$ cat src/rtl/adpcm_decode_filter_upsampler_macros.svh
// Assertion macros for the ADPCM decode, filter and resample block.
// Used by the top level; depends on signals named clk and rst_n in scope.
`ifndef ADPCM_DECODE_FILTER_UPSAMPLER_MACROS_SVH
`define ADPCM_DECODE_FILTER_UPSAMPLER_MACROS_SVH

// The consequent holds in the same cycle as the antecedent.
`define ADFU_ASSERT_SAME(name, ante, cons, msg) \
  name: assert property (@(posedge clk) disable iff (!rst_n) (ante) |-> (cons)) \
    else $error(msg);

// The consequent holds in the cycle after the antecedent.
`define ADFU_ASSERT_NEXT(name, ante, cons, msg) \
  name: assert property (@(posedge clk) disable iff (!rst_n) (ante) |=> (cons)) \
    else $error(msg);

`endif

$ cat src/rtl/adfu_pkg.sv
// Shared types, constants and tables for the ADPCM decode, filter and resample block.
// No dependencies; imported by every module of the block.
package adfu_pkg;

  localparam int CHANNELS      = 2;
  localparam int FRACTION_BITS = 18;
  localparam int MAX_EMIT      = 64;

  localparam int CH_AW    = (CHANNELS > 1) ? $clog2(CHANNELS) : 1;
  localparam int RATE_W   = 21;
  localparam int PHASE_W  = (FRACTION_BITS + 3 > RATE_W) ? FRACTION_BITS + 3 : RATE_W;
  localparam int SAMPLE_W = 16;
  localparam int INDEX_W  = 7;
  localparam int CODE_W   = 4;
  localparam int FILT_W   = 18;
  localparam int CNT_W    = $clog2(MAX_EMIT);

  localparam int IN_DATA_W  = 32;
  localparam int OUT_DATA_W = 16;

  localparam logic [INDEX_W-1:0] INDEX_MAX  = 7'd88;
  localparam logic [RATE_W-1:0]  RATE_RESET = 21'd262144;
  localparam logic [RATE_W-1:0]  RATE_MIN   = 21'd4096;
  localparam logic [RATE_W-1:0]  RATE_MAX   = 21'd1048576;
  localparam logic [PHASE_W-1:0] PHASE_ONE  = PHASE_W'(1) << FRACTION_BITS;
  localparam logic [PHASE_W-1:0] PHASE_TWO  = PHASE_W'(2) << FRACTION_BITS;
  localparam logic [CNT_W-1:0]   CNT_LAST   = CNT_W'(MAX_EMIT - 1);

  localparam logic FUNC_START = 1'b0;
  localparam logic FUNC_CODE  = 1'b1;

  typedef struct packed {
    logic signed [SAMPLE_W-1:0] sample;
    logic        [INDEX_W-1:0]  index;
    logic signed [SAMPLE_W-1:0] prev;
    logic signed [FILT_W-1:0]   older;
    logic signed [FILT_W-1:0]   newer;
    logic        [PHASE_W-1:0]  phase;
  } entry_t;

  typedef struct packed {
    logic                       func;
    logic signed [SAMPLE_W-1:0] start_sample;
    logic        [INDEX_W-1:0]  start_index;
    logic        [CODE_W-1:0]   code;
  } item_t;

  typedef struct packed {
    logic drop;
    logic error;
  } dec_flags_t;

  localparam entry_t ENTRY_RESET = '{
    sample: '0, index: '0, prev: '0, older: '0, newer: '0, phase: PHASE_TWO
  };

  localparam logic [14:0] STEP_TABLE [89] = '{
    15'd7, 15'd8, 15'd9, 15'd10, 15'd11, 15'd12, 15'd13, 15'd14, 15'd16, 15'd17,
    15'd19, 15'd21, 15'd23, 15'd25, 15'd28, 15'd31, 15'd34, 15'd37, 15'd41,
    15'd45, 15'd50, 15'd55, 15'd60, 15'd66, 15'd73, 15'd80, 15'd88, 15'd97,
    15'd107, 15'd118, 15'd130, 15'd143, 15'd157, 15'd173, 15'd190, 15'd209,
    15'd230, 15'd253, 15'd279, 15'd307, 15'd337, 15'd371, 15'd408, 15'd449,
    15'd494, 15'd544, 15'd598, 15'd658, 15'd724, 15'd796, 15'd876, 15'd963,
    15'd1060, 15'd1166, 15'd1282, 15'd1411, 15'd1552, 15'd1707, 15'd1878,
    15'd2066, 15'd2272, 15'd2499, 15'd2749, 15'd3024, 15'd3327, 15'd3660,
    15'd4026, 15'd4428, 15'd4871, 15'd5358, 15'd5894, 15'd6484, 15'd7132,
    15'd7845, 15'd8630, 15'd9493, 15'd10442, 15'd11487, 15'd12635, 15'd13899,
    15'd15289, 15'd16818, 15'd18500, 15'd20350, 15'd22385, 15'd24623,
    15'd27086, 15'd29794, 15'd32767
  };

  function automatic logic signed [4:0] index_adjust(input logic [2:0] mag);
    logic signed [4:0] adj;
    case (mag)
      3'd4:    adj = 5'sd2;
      3'd5:    adj = 5'sd4;
      3'd6:    adj = 5'sd6;
      3'd7:    adj = 5'sd8;
      default: adj = -5'sd1;
    endcase
    return adj;
  endfunction

endpackage

$ cat src/rtl/adfu_decode.sv
// One decode and filter step on a channel's state entry for a start or code item.
// Depends on adfu_pkg for the entry and item types and the step table.
module adfu_decode (
  input  adfu_pkg::entry_t     cur,
  input  adfu_pkg::item_t      item,
  output adfu_pkg::entry_t     nxt,
  output adfu_pkg::dec_flags_t flags
);
  import adfu_pkg::*;

  logic        [INDEX_W-1:0]  start_idx;
  logic        [INDEX_W-1:0]  code_idx;
  logic        [2:0]          mag;
  logic        [14:0]         step;
  logic        [16:0]         delta;
  logic signed [17:0]         sum;
  logic signed [SAMPLE_W-1:0] dec_sample;
  logic signed [7:0]          idx_sum;
  logic        [INDEX_W-1:0]  dec_idx;
  logic signed [SAMPLE_W-1:0] x;
  logic signed [FILT_W-1:0]   x_ext;
  logic signed [FILT_W-1:0]   p_ext;
  logic signed [FILT_W-1:0]   filt;

  always_comb begin
    start_idx = (item.start_index > INDEX_MAX) ? INDEX_MAX : item.start_index;
    code_idx  = (cur.index > INDEX_MAX) ? INDEX_MAX : cur.index;
    mag       = item.code[2:0];
    step      = STEP_TABLE[code_idx];
    delta     = 17'(step >> 3);
    if (mag[2]) delta = delta + 17'(step);
    if (mag[1]) delta = delta + 17'(step >> 1);
    if (mag[0]) delta = delta + 17'(step >> 2);
    if (item.code[3]) begin
      sum = 18'(cur.sample) - $signed({1'b0, delta});
    end else begin
      sum = 18'(cur.sample) + $signed({1'b0, delta});
    end
    if (sum < -18'sd32768) begin
      dec_sample = -16'sd32768;
    end else if (sum > 18'sd32767) begin
      dec_sample = 16'sd32767;
    end else begin
      dec_sample = sum[SAMPLE_W-1:0];
    end
    idx_sum = $signed({1'b0, code_idx}) + 8'(index_adjust(mag));
    if (idx_sum < 8'sd0) begin
      dec_idx = '0;
    end else if (idx_sum > $signed({1'b0, INDEX_MAX})) begin
      dec_idx = INDEX_MAX;
    end else begin
      dec_idx = idx_sum[INDEX_W-1:0];
    end

    x     = (item.func == FUNC_CODE) ? dec_sample : item.start_sample;
    x_ext = FILT_W'(x);
    p_ext = FILT_W'(cur.prev);
    filt  = p_ext + (p_ext >>> 1) - (x_ext >>> 1);

    nxt   = cur;
    flags = '0;
    if (cur.phase < PHASE_ONE) begin
      flags.drop  = (item.func == FUNC_CODE);
      flags.error = (item.func == FUNC_START);
    end else begin
      nxt.sample = x;
      nxt.index  = (item.func == FUNC_CODE) ? dec_idx : start_idx;
      nxt.prev   = x;
      nxt.phase  = cur.phase - PHASE_ONE;
      if (item.func == FUNC_START && cur.phase >= PHASE_TWO) begin
        nxt.older = x_ext;
        nxt.newer = x_ext;
      end else begin
        nxt.older = cur.newer;
        nxt.newer = filt;
      end
    end
  end

endmodule

$ cat src/rtl/adpcm_decode_filter_upsampler.sv
// An item is taken only in the idle state; its channel entry is read from the state memory on
// the accepting edge, decoded and filtered in the next cycle, and then its interpolated words
// leave at one per cycle while the output is not stalled, at most MAX_EMIT of them; a dropped
// item yields no word, and no new item is taken until the block is back in the idle state.
// Synchronous active-low reset sets rate_r to 1.0 and marks every channel entry unwritten,
// so it reads as the reset state; a configuration write also marks every entry unwritten.
`include "adpcm_decode_filter_upsampler_macros.svh"

module adpcm_decode_filter_upsampler (
  input  logic                             clk,
  input  logic                             rst_n,
  input  logic                             in_tvalid,
  output logic                             in_tready,
  // channel, start_sample, start_index, code
  input  logic [adfu_pkg::IN_DATA_W-1:0]   in_tdata,
  // func
  input  logic                             in_tuser,
  output logic                             out_tvalid,
  input  logic                             out_tready,
  // channel_out, sample_byte
  output logic [adfu_pkg::OUT_DATA_W-1:0]  out_tdata,
  // error
  output logic                             out_tuser,
  output logic                             out_tlast,
  input  logic                             cfg_valid,
  output logic                             cfg_ready,
  input  logic [adfu_pkg::RATE_W-1:0]      cfg_data
);
  import adfu_pkg::*;

  typedef enum logic [1:0] {ST_IDLE, ST_DECODE, ST_ERROR, ST_EMIT} fsm_t;

  fsm_t                    state_r, state_nxt;
  item_t                   item_r, item_nxt;
  logic                    ch_r, ch_nxt;
  entry_t                  work_r, work_nxt;
  logic [CNT_W-1:0]        cnt_r, cnt_nxt;
  logic [RATE_W-1:0]       rate_r, rate_nxt;
  logic [CHANNELS-1:0]     valid_r, valid_nxt;
  logic                    out_tvalid_r, out_tvalid_nxt;
  logic [OUT_DATA_W-1:0]   out_data_r, out_data_nxt;
  logic                    out_last_r, out_last_nxt;
  logic                    out_err_r, out_err_nxt;

  entry_t                  mem [CHANNELS];
  entry_t                  rd_data_r;
  logic                    rd_valid_r;
  logic                    mem_we;
  entry_t                  mem_wdata;

  logic                    in_accept;
  logic                    in_ch;
  logic                    ch_ok;
  logic [CH_AW-1:0]        in_addr;
  logic [CH_AW-1:0]        wr_addr;
  logic                    cfg_write;
  entry_t                  cur_entry;
  entry_t                  dec_entry;
  dec_flags_t              dec_flags;
  logic                    out_free;
  logic                    emit_go;
  logic                    emit_last;
  logic signed [FILT_W:0]  diff;
  logic signed [8:0]       frac;
  logic signed [27:0]      prod;
  logic signed [20:0]      smp;
  logic [PHASE_W-1:0]      phase_sum;
  logic [RATE_W-1:0]       rate_sat;

  assign in_tready  = (state_r == ST_IDLE);
  assign in_accept  = in_tvalid && in_tready;
  assign in_ch      = in_tdata[0];
  assign ch_ok      = (32'(in_ch) < CHANNELS);
  assign in_addr    = CH_AW'(in_ch);
  assign wr_addr    = CH_AW'(ch_r);
  assign cfg_ready  = 1'b1;
  assign cfg_write  = cfg_valid && cfg_ready;
  assign cur_entry  = rd_valid_r ? rd_data_r : ENTRY_RESET;
  assign out_free   = !out_tvalid_r || out_tready;

  assign out_tvalid = out_tvalid_r;
  assign out_tdata  = out_data_r;
  assign out_tlast  = out_last_r;
  assign out_tuser  = out_err_r;

  adfu_decode u_decode (
    .cur   (cur_entry),
    .item  (item_r),
    .nxt   (dec_entry),
    .flags (dec_flags)
  );

  assign diff      = (FILT_W + 1)'(work_r.newer) - (FILT_W + 1)'(work_r.older);
  assign frac      = $signed({1'b0, work_r.phase[FRACTION_BITS-1 -: 8]});
  assign prod      = diff * frac;
  assign smp       = 21'(work_r.older) + 21'(prod >>> 8);
  assign phase_sum = work_r.phase + PHASE_W'(rate_r);
  assign emit_last = (phase_sum >= PHASE_ONE) || (cnt_r == CNT_LAST);
  assign emit_go   = (state_r == ST_EMIT) && (work_r.phase < PHASE_ONE) && out_free;

  always_comb begin
    if (cfg_data < RATE_MIN) begin
      rate_sat = RATE_MIN;
    end else if (cfg_data > RATE_MAX) begin
      rate_sat = RATE_MAX;
    end else begin
      rate_sat = cfg_data;
    end
  end

  always_comb begin
    mem_we    = 1'b0;
    mem_wdata = work_r;
    if (state_r == ST_EMIT) begin
      if (work_r.phase >= PHASE_ONE) begin
        mem_we = 1'b1;
      end else if (out_free && emit_last) begin
        mem_we          = 1'b1;
        mem_wdata.phase = phase_sum;
      end
    end
  end

  always_comb begin
    state_nxt      = state_r;
    item_nxt       = item_r;
    ch_nxt         = ch_r;
    work_nxt       = work_r;
    cnt_nxt        = cnt_r;
    rate_nxt       = rate_r;
    valid_nxt      = valid_r;
    out_tvalid_nxt = out_tvalid_r && !out_tready;
    out_data_nxt   = out_data_r;
    out_last_nxt   = out_last_r;
    out_err_nxt    = out_err_r;

    if (mem_we) valid_nxt[wr_addr] = 1'b1;
    if (cfg_write) begin
      rate_nxt  = rate_sat;
      valid_nxt = '0;
    end

    unique case (state_r)
      ST_IDLE: begin
        if (in_accept && ch_ok) begin
          state_nxt = ST_DECODE;
          ch_nxt    = in_ch;
          item_nxt  = '{func: in_tuser, start_sample: in_tdata[16:1],
                        start_index: in_tdata[23:17], code: in_tdata[27:24]};
        end
      end
      ST_DECODE: begin
        work_nxt = dec_entry;
        cnt_nxt  = '0;
        if (dec_flags.drop) begin
          state_nxt = ST_IDLE;
        end else if (dec_flags.error) begin
          state_nxt = ST_ERROR;
        end else begin
          state_nxt = ST_EMIT;
        end
      end
      ST_ERROR: begin
        if (out_free) begin
          out_tvalid_nxt = 1'b1;
          out_data_nxt   = OUT_DATA_W'(ch_r);
          out_last_nxt   = 1'b1;
          out_err_nxt    = 1'b1;
          state_nxt      = ST_IDLE;
        end
      end
      ST_EMIT: begin
        if (work_r.phase >= PHASE_ONE) begin
          state_nxt = ST_IDLE;
        end else if (out_free) begin
          out_tvalid_nxt = 1'b1;
          out_data_nxt   = OUT_DATA_W'({smp[15:8], ch_r});
          out_last_nxt   = emit_last;
          out_err_nxt    = 1'b0;
          work_nxt.phase = phase_sum;
          cnt_nxt        = cnt_r + CNT_W'(1);
          if (emit_last) state_nxt = ST_IDLE;
        end
      end
      default: state_nxt = ST_IDLE;
    endcase
  end

  always_ff @(posedge clk) begin
    if (!rst_n) begin
      state_r      <= ST_IDLE;
      rate_r       <= RATE_RESET;
      valid_r      <= '0;
      out_tvalid_r <= 1'b0;
      cnt_r        <= '0;
    end else begin
      state_r      <= state_nxt;
      rate_r       <= rate_nxt;
      valid_r      <= valid_nxt;
      out_tvalid_r <= out_tvalid_nxt;
      cnt_r        <= cnt_nxt;
    end
    item_r     <= item_nxt;
    ch_r       <= ch_nxt;
    work_r     <= work_nxt;
    out_data_r <= out_data_nxt;
    out_last_r <= out_last_nxt;
    out_err_r  <= out_err_nxt;
  end

  always_ff @(posedge clk) begin
    if (mem_we) mem[wr_addr] <= mem_wdata;
    if (in_accept) begin
      rd_data_r  <= mem[in_addr];
      rd_valid_r <= valid_r[in_addr];
    end
  end

  `ADFU_ASSERT_NEXT(a_accept_decodes, in_accept && ch_ok, state_r == ST_DECODE,
                    "accepted item did not move to decode")
  `ADFU_ASSERT_SAME(a_write_in_emit, mem_we, state_r == ST_EMIT,
                    "state memory written outside emission")
  `ADFU_ASSERT_SAME(a_error_word, out_tvalid && out_tuser,
                    out_tlast && (out_tdata[8:1] == 8'd0),
                    "error word without last or with a sample")
  `ADFU_ASSERT_NEXT(a_emit_cap, emit_go && (cnt_r == CNT_LAST), state_r == ST_IDLE,
                    "emission ran past its cap")

endmodule
$ cat config.mk
export PLATFORM = sky130hd
export DESIGN_NAME = adpcm_decode_filter_upsampler
export DESIGN_NICKNAME = d
export VERILOG_FILES = /design/src/rtl/adfu_pkg.sv /design/src/rtl/adfu_decode.sv /design/src/rtl/adpcm_decode_filter_upsampler.sv
export VERILOG_INCLUDE_DIRS = /design/src /design/src/rtl
export SDC_FILE = /design/constraint.sdc
export NUM_CORES = 1
export LEC_CHECK = 0
export BUFFER_PORTS_ARGS = -buffer_cell sky130_fd_sc_hd__buf_2
export CAP_MARGIN = 20
export CORE_ASPECT_RATIO = 1.25
export CORE_UTILIZATION = 40
export DETAILED_ROUTE_END_ITERATION = 12
export HOLD_SLACK_MARGIN = 0.12
export PLACE_DENSITY_LB_ADDON = 0.15
export SLEW_MARGIN = 25
export SYNTH_ARGS = -nofsm -noshare
export SYNTH_HDL_FRONTEND = slang
export SYNTH_SLANG_ARGS = --single-unit
export TNS_END_PERCENT = 20
$ cat constraint.sdc
create_clock -name clk -period 20.5 [get_ports clk]
set_clock_uncertainty 0.05 [all_clocks]
set_input_delay 1.025 -clock clk [delete_from_list [all_inputs] [get_ports clk]]
set_output_delay 1.025 -clock clk [all_outputs]
set_load 0.05 [all_outputs]
==> reports/metrics.csv, run 1 <==
stage,metric,value,unit
global_routing,gr-usage-all-layers,22.1,%
layout,regArea,0.0134,mm2
run,maxCapViolCount,0,
setup_path,start_kind,flop,
routing,drt-vias-per-instance,5.63,
layout,nNetsFinal,3463,
routing,vias,23500,
setup_path,r2r_cells,62,
setup_path,path_class,reg -> reg,
clock_network,cts_buffer_depth,3,
power,p_per_area,176,mW/mm2
global_routing,grt_pass1_vias,24200,
place,placed_area,0.0332,mm2
floorplan,num_rows,115,
clock_network,cts_root_buffer,clkbuf_16,
routing,wl_met2,44.3,mm
routing,first_pass_iters,8,
floorplan,die_area,0.0807,mm2
layout,layout_commonest_cell,edfxtp_1,
routing,drtIter0Drc,1665,
yosys,ys.warnings.count,0,
yosys,synth_cells,3066,
yosys,synth_ff_type,edfxtp_1,
floorplan,pin_count,80,
layout,multi_input_area,0.0169,mm2
yosys,synth.avg_cell_area,10.4,um2
sta,period_share,83.7,%
routing,wl_met3,3.25,mm
power,power_leakage,13.9,nW
sta,slew_viol_final,0,
yosys,ys_ff_latch,457,
run_status,outcome,finished clean,
clock_network,clock-sinks,457,
yosys,syn_area,0.0318,mm2
floorplan,initial_core_util,40.4,%
place,dp_hpwl,62.2,mm
yosys,seq_area_frac_synth,42.1,%
clock_network,cts_resized,0,
clock_network,cts_tree,yes,
clock_network,clk_latency,0.59,ns
layout,design_area,0.0348,mm2
min_path,holdPathStages,0,
routing,drt-met1-wl,37.9,mm
floorplan,die_h,317,um
global_routing,grt_overflow,0,
min_path,hold_class,reg -> reg,
clock_network,cts_buffers,47,
clock_network,clk_pin_slew_worst_paths,0.06,ns
setup_path,crit_top_cell,a21oi_1,
global_routing,antenna_found_initial,1,
routing,top_layer,met5,
sta,fmax,0.0583,GHz
routing,wl,88.6,mm
routing,detail_route.wl_per_cell,21.2,um
setup_path,arrival,17.46,ns
place,globalplace.congestion,0.935,
setup_path,cp_max_fo,52,
setup_path,max_stage_delay,0.71,ns
routing,route.detailed.drc,0,
setup_path,critical_path_required,20.80,ns
yosys,synth_edf_count,425,
layout,nFillCells,7433,
sta,finalCriticalPeriod,17.17,ns
layout,area_growth,9.37,%
clock_network,holdBufCountCts,0,
yosys,synth.distinct_cells,100,
yosys,async_reset_ff_share,0,%
clock_network,post_cts_buffers,0,
layout,final_cell_mix,"edfxtp_1 (425), nand2_1 (285), inv_1 (250), ha_1 (189), a21oi_1 (186)",
routing,ant_nets,0,
sta,final-hold-violation-count,0,
clock_network,htree_levels,2,
sta,setup_viol,0,
sta,tns,0,ns
power,irDropWorstVdd,0.000273,V
sta,slew_headroom,33.1,%
layout,diodes,0,
floorplan,coreArea,0.0787,mm2
place,io_buffers,67,
global_routing,grt_max_degree,58,
setup_path,slowest_stage,a21oi_1,
setup_path,end_kind,flop,
floorplan,die_x,254,um
layout,drive_gt1_share,11.0,%
sta,worstMarginPinSlew,1.00,ns
sta,rsz0062_at_grt,no,
global_routing,grt_pass1_wl,139,mm
[cell usage after synthesis, types with 22 or more instances]
cell      instances  area (um2)
nand2_1         286        1070
or3_1            25         156
edfxtp_1        425       12800
nand3_1          55         275
inv_1           251         942
fa_1            126        2520
a31oi_1          42         263
nor2b_1          29         181
nand2b_1         22         138
and2_1          113         707
dfxtp_1          32         641
a311oi_1         22         193
a21oi_1         186         931
ha_1            189        2360
mux2_2          117        1320
clkbuf_1         91         342
a211oi_1         45         338
o21ai_0         146         731
nor3_1           59         295
xnor2_1          82         718
nor2_1          184         691
xor2_1           52         455
a21o_1           43         323
o21a_1           28         210
[sequential cells by signal, indices dropped and copies added, names as in the netlist]
signal,count
frac,8
out_tuser,1
out_tvalid,1
mem,192
rd_valid_r,1
valid_r,2
ch_r,1
cnt_r,6
mem_wdata,75
out_tdata,9
work_r,13
rate_r,21
state_r,2
rd_data_r,96
item_r,28
out_tlast,1
[power breakdown]
part | switching [mW] | internal (mW) | total, mW
clock network | 0.380 | 0.514 | 0.894
registers | 0.0437 | 1.11 | 1.16
logic | 2.39 | 1.69 | 4.07
[final cells by class]
cell class                 instances  share of cell area, %
clock inverter                    29                  0.902
tap                             1053                   3.78
multi-input combinational       2215                   48.5
inverter                         259                   2.80
timing repair buffer             109                   1.88
clock buffer                      56                   3.60
sequential                       457                   38.5
[final timing paths]
check                 from             to  slack (ns)
min reg2reg  mem_wdata[70]     mem[0][70]        0.38
max             rd_valid_r  mem_wdata[38]        3.33
min          mem_wdata[70]     mem[0][70]        0.38
max reg2reg     rd_valid_r  mem_wdata[38]        3.33
[routing by layer]
metal | GRT usage [%] | vias up
met1 | 28.1 | 11600
met5 | 0 | -
li1 | - | 11200
met3 | 2.28 | 164
met4 | 8.03 | 2
met2 | 38.6 | 604
[cells by family after synthesis]
group | synth area share (%)
buffers and inverters | 5.02
other | 0.0236
DFF | 42.1
and+or+nand+nor | 13.4
muxes | 4.67
xor gates and xnor gates | 3.88
AOI/OAI and AO/OA | 15.5
adders and majority gates | 15.4
[worst max-delay path: cells and delay by family (launching register included)]
| kind | cells | cell delay [ns] |
|---|---|---|
| mux | 1 | 0.30 |
| xor+xnor | 3 | 0.66 |
| simple gates | 16 | 3.69 |
| flops | 1 | 0.32 |
| compound gates | 30 | 7.76 |
| buf+inv | 5 | 1.20 |
| fa+ha+maj | 7 | 2.91 |
[metrics by stage]
step	utilization, %	instances	setup slack [ns]	hold WS [ns]	power (mW)
final	44.2	4178	3.33	0.378	6.12
after CTS	44.2	4178	3.45	0.392	6.21
after global routing	44.2	4178	2.15	0.396	6.76
after floorplan	-	3072	6.75	0.366	4.26
after global placement	42.2	4093	3.51	0.372	5.16
after detailed placement	42.2	4093	3.50	0.381	5.27
(Power assumes the default switching activity.)
==> run 2, diff against run 1 <==
==> constraint.sdc (replaced) <==
create_clock -name clk -period 15.38 [get_ports clk]
set_clock_uncertainty 0.05 [all_clocks]
set_input_delay 0.769 -clock clk [delete_from_list [all_inputs] [get_ports clk]]
set_output_delay 0.769 -clock clk [all_outputs]
set_load 0.05 [all_outputs]
==> reports/metrics.csv, run 2 (same netlist as run 1, synthesis figures left out) <==
stage,metric,value,unit,change
run_status,outcome,finished clean,,unchanged
setup_path,slowest_stage,edfxtp_1,,was a21oi_1
place,dp_cells,4258,,"was 4,093"
sta,worstMarginPinSlew,1.00,ns,about the same
power,irDropWorstVdd,0.000460,V,was 0.000273 V
place,dp_hpwl,65.9,mm,was 62.2 mm
power,power,8.21,mW,was 6.12 mW
global_routing,use_met1,28.9,%,was 28.1%
sta,finalCriticalPeriod,14.08,ns,was 17.17 ns
clock_network,cts_root_buffer,clkbuf_16,,unchanged
setup_path,cp_max_fo,15,,was 52
floorplan,initial_core_util,40.4,%,unchanged
floorplan,pin_count,80,,unchanged
clock_network,cts_tree,yes,,unchanged
run,maxCapViolCount,0,,unchanged
power,power_leakage,14.6,nW,was 13.9 nW
global_routing,grt_overflow,0,,unchanged
sta,period_share,91.6,%,was 83.7%
layout,final_cells,4343,,"was 4,178"
sta,tns,0,ns,unchanged
routing,wl,91.1,mm,was 88.6 mm
routing,vias,24200,,"was 23,500"
floorplan,die_x,254,um,unchanged
place,globalplace.congestion,0.910,,was 0.935
routing,drt-vias-per-instance,5.58,,was 5.63
sta,timing.final.ws_setup,1.30,ns,was 3.33 ns
layout,design_area,0.0360,mm2,was 0.0348 mm2
global_routing,grt_max_degree,59,,was 58
clock_network,cts_buffer_depth,3,,unchanged
global_routing,use_met3,1.89,%,was 2.28%
layout,regMostFlops,mem,,unchanged
clock_network,clock-sinks,457,,unchanged
global_routing,gr-usage-all-layers,22.7,%,was 22.1%
sta,fmax,0.0710,GHz,was 0.0583 GHz
global_routing,grt_pass1_vias,25100,,"was 24,200"
floorplan,die_area,0.0807,mm2,unchanged
clock_network,clk_latency,0.59,ns,about the same
layout,post-route-util,45.7,%,was 44.2%
place,dp_slack,0.891,ns,was 3.50 ns
layout,area_growth,13.0,%,was 9.37%
global_routing,antenna_found_initial,1,,unchanged
clock_network,htree_levels,2,,unchanged
routing,ant_nets,0,,unchanged
routing,drtIter0Drc,1566,,"was 1,665"
setup_path,max_stage_delay,0.58,ns,was 0.71 ns
layout,layout_commonest_cell,edfxtp_1,,unchanged
sta,worst_hold_slack,0.305,ns,was 0.378 ns
clock_network,cts_buffers,46,,was 47
setup_path,arrival,14.45,ns,was 17.46 ns
layout,nNetsFinal,3629,,"was 3,463"
setup_path,start_kind,flop,,unchanged
sta,slew_viol_final,0,,unchanged
routing,route.detailed.drc,0,,unchanged
floorplan,coreArea,0.0787,mm2,unchanged
floorplan,num_rows,115,,unchanged
global_routing,grt-busiest-layer,met2,,unchanged
layout,drive_gt1_share,15.7,%,was 11.0%
place,placed_area,0.0345,mm2,was 0.0332 mm2
routing,detail_route.wl_per_cell,21.0,um,was 21.2 um
sta,rsz0062_at_grt,no,,unchanged
power,p_per_area,228,mW/mm2,was 176 mW/mm2
routing,first_pass_iters,5,,was 8
clock_network,clk_pin_slew_worst_paths,0.07,ns,was 0.06 ns
layout,final_cell_mix,"edfxtp_1 (425), nand2_1 (285), inv_1 (250), buf_4 (209), ha_1 (188)",,"was edfxtp_1 (425), nand2_1 (285), inv_1 (250), ha_1 (189), a21oi_1 (186)"
min_path,hold_class,in -> reg,,was reg -> reg
layout,largest_reg_flops,192,,unchanged
global_routing,met2_usage,40.0,%,was 38.6%
setup_path,path_class,reg -> reg,,unchanged
place,io_buffers,67,,unchanged
setup_path,end_kind,flop,,unchanged
global_routing,grt_pass1_wl,143,mm,was 139 mm
floorplan,die_h,317,um,unchanged
sta,slew_headroom,33.0,%,was 33.1%
sta,final-hold-violation-count,0,,unchanged
setup_path,critical_path_required,15.75,ns,was 20.80 ns
sta,setup_viol,0,,unchanged
## run 2: cell types whose count changed in the layout (fill, tap and decap cells not counted), sizes merged
cell	delta
buf	+167
bufinv	-5
clkbuf	+6
clkinv	-3
clkinvlp	+2
diode	+1
inv	-3
## run 2: final timing paths
| check | from | end | slack, ns | depth (start not counted) |
|---|---|---|---|---|
| worst max-delay path | rd_data_r[79] | mem_wdata[35] | 1.30 | 63 |
| worst min-delay path | in_tdata[10] | item_r[20] | 0.30 | 1 |
| worst max register to register | rd_data_r[79] | mem_wdata[35] | 1.30 | 63 |
| worst min register to register | mem_wdata[77] | mem[0][77] | 0.38 | 0 |
## run 2: per-layer routing
layer  vias up  share of wire, %
met3       134               3.3
met1     12100                43
met4         2               3.5
li1      11500                 -
met5         -            0.0077
met2       509                50
## run 2: where the power goes
group          internal, mW  switching [mW]  leakage [nW]
clock network         0.611           0.483         0.710
logic                  2.36            3.22          9.73
registers              1.48          0.0564          4.20
total                  4.45            3.76          14.6
## run 2: layout make-up
cell class,instances,area (um2)
fill,7499,42700
tap,1053,1320
sequential,457,13400
inverter,259,977
antenna,1,2.50
timing repair buffer,276,1910
multi-input combinational,2215,16900
clock inverter,20,136
clock buffer,62,1300
## run 2: critical path: cells and delay by family (launching register included)
family | cells | cell delay (ns)
xor+xnor | 3 | 0.58
compound gates | 32 | 6.51
fa+ha+maj | 7 | 2.30
simple gates | 15 | 2.43
flops | 1 | 0.58
buf+inv | 6 | 1.45
## run 2: timing repair
action	in CTS	in global routing
gates resized for setup	0	13
setup buffers	0	2
endpoints found under the setup margin	0	9
hold buffers	0	0
hold endpoints to repair	0	0
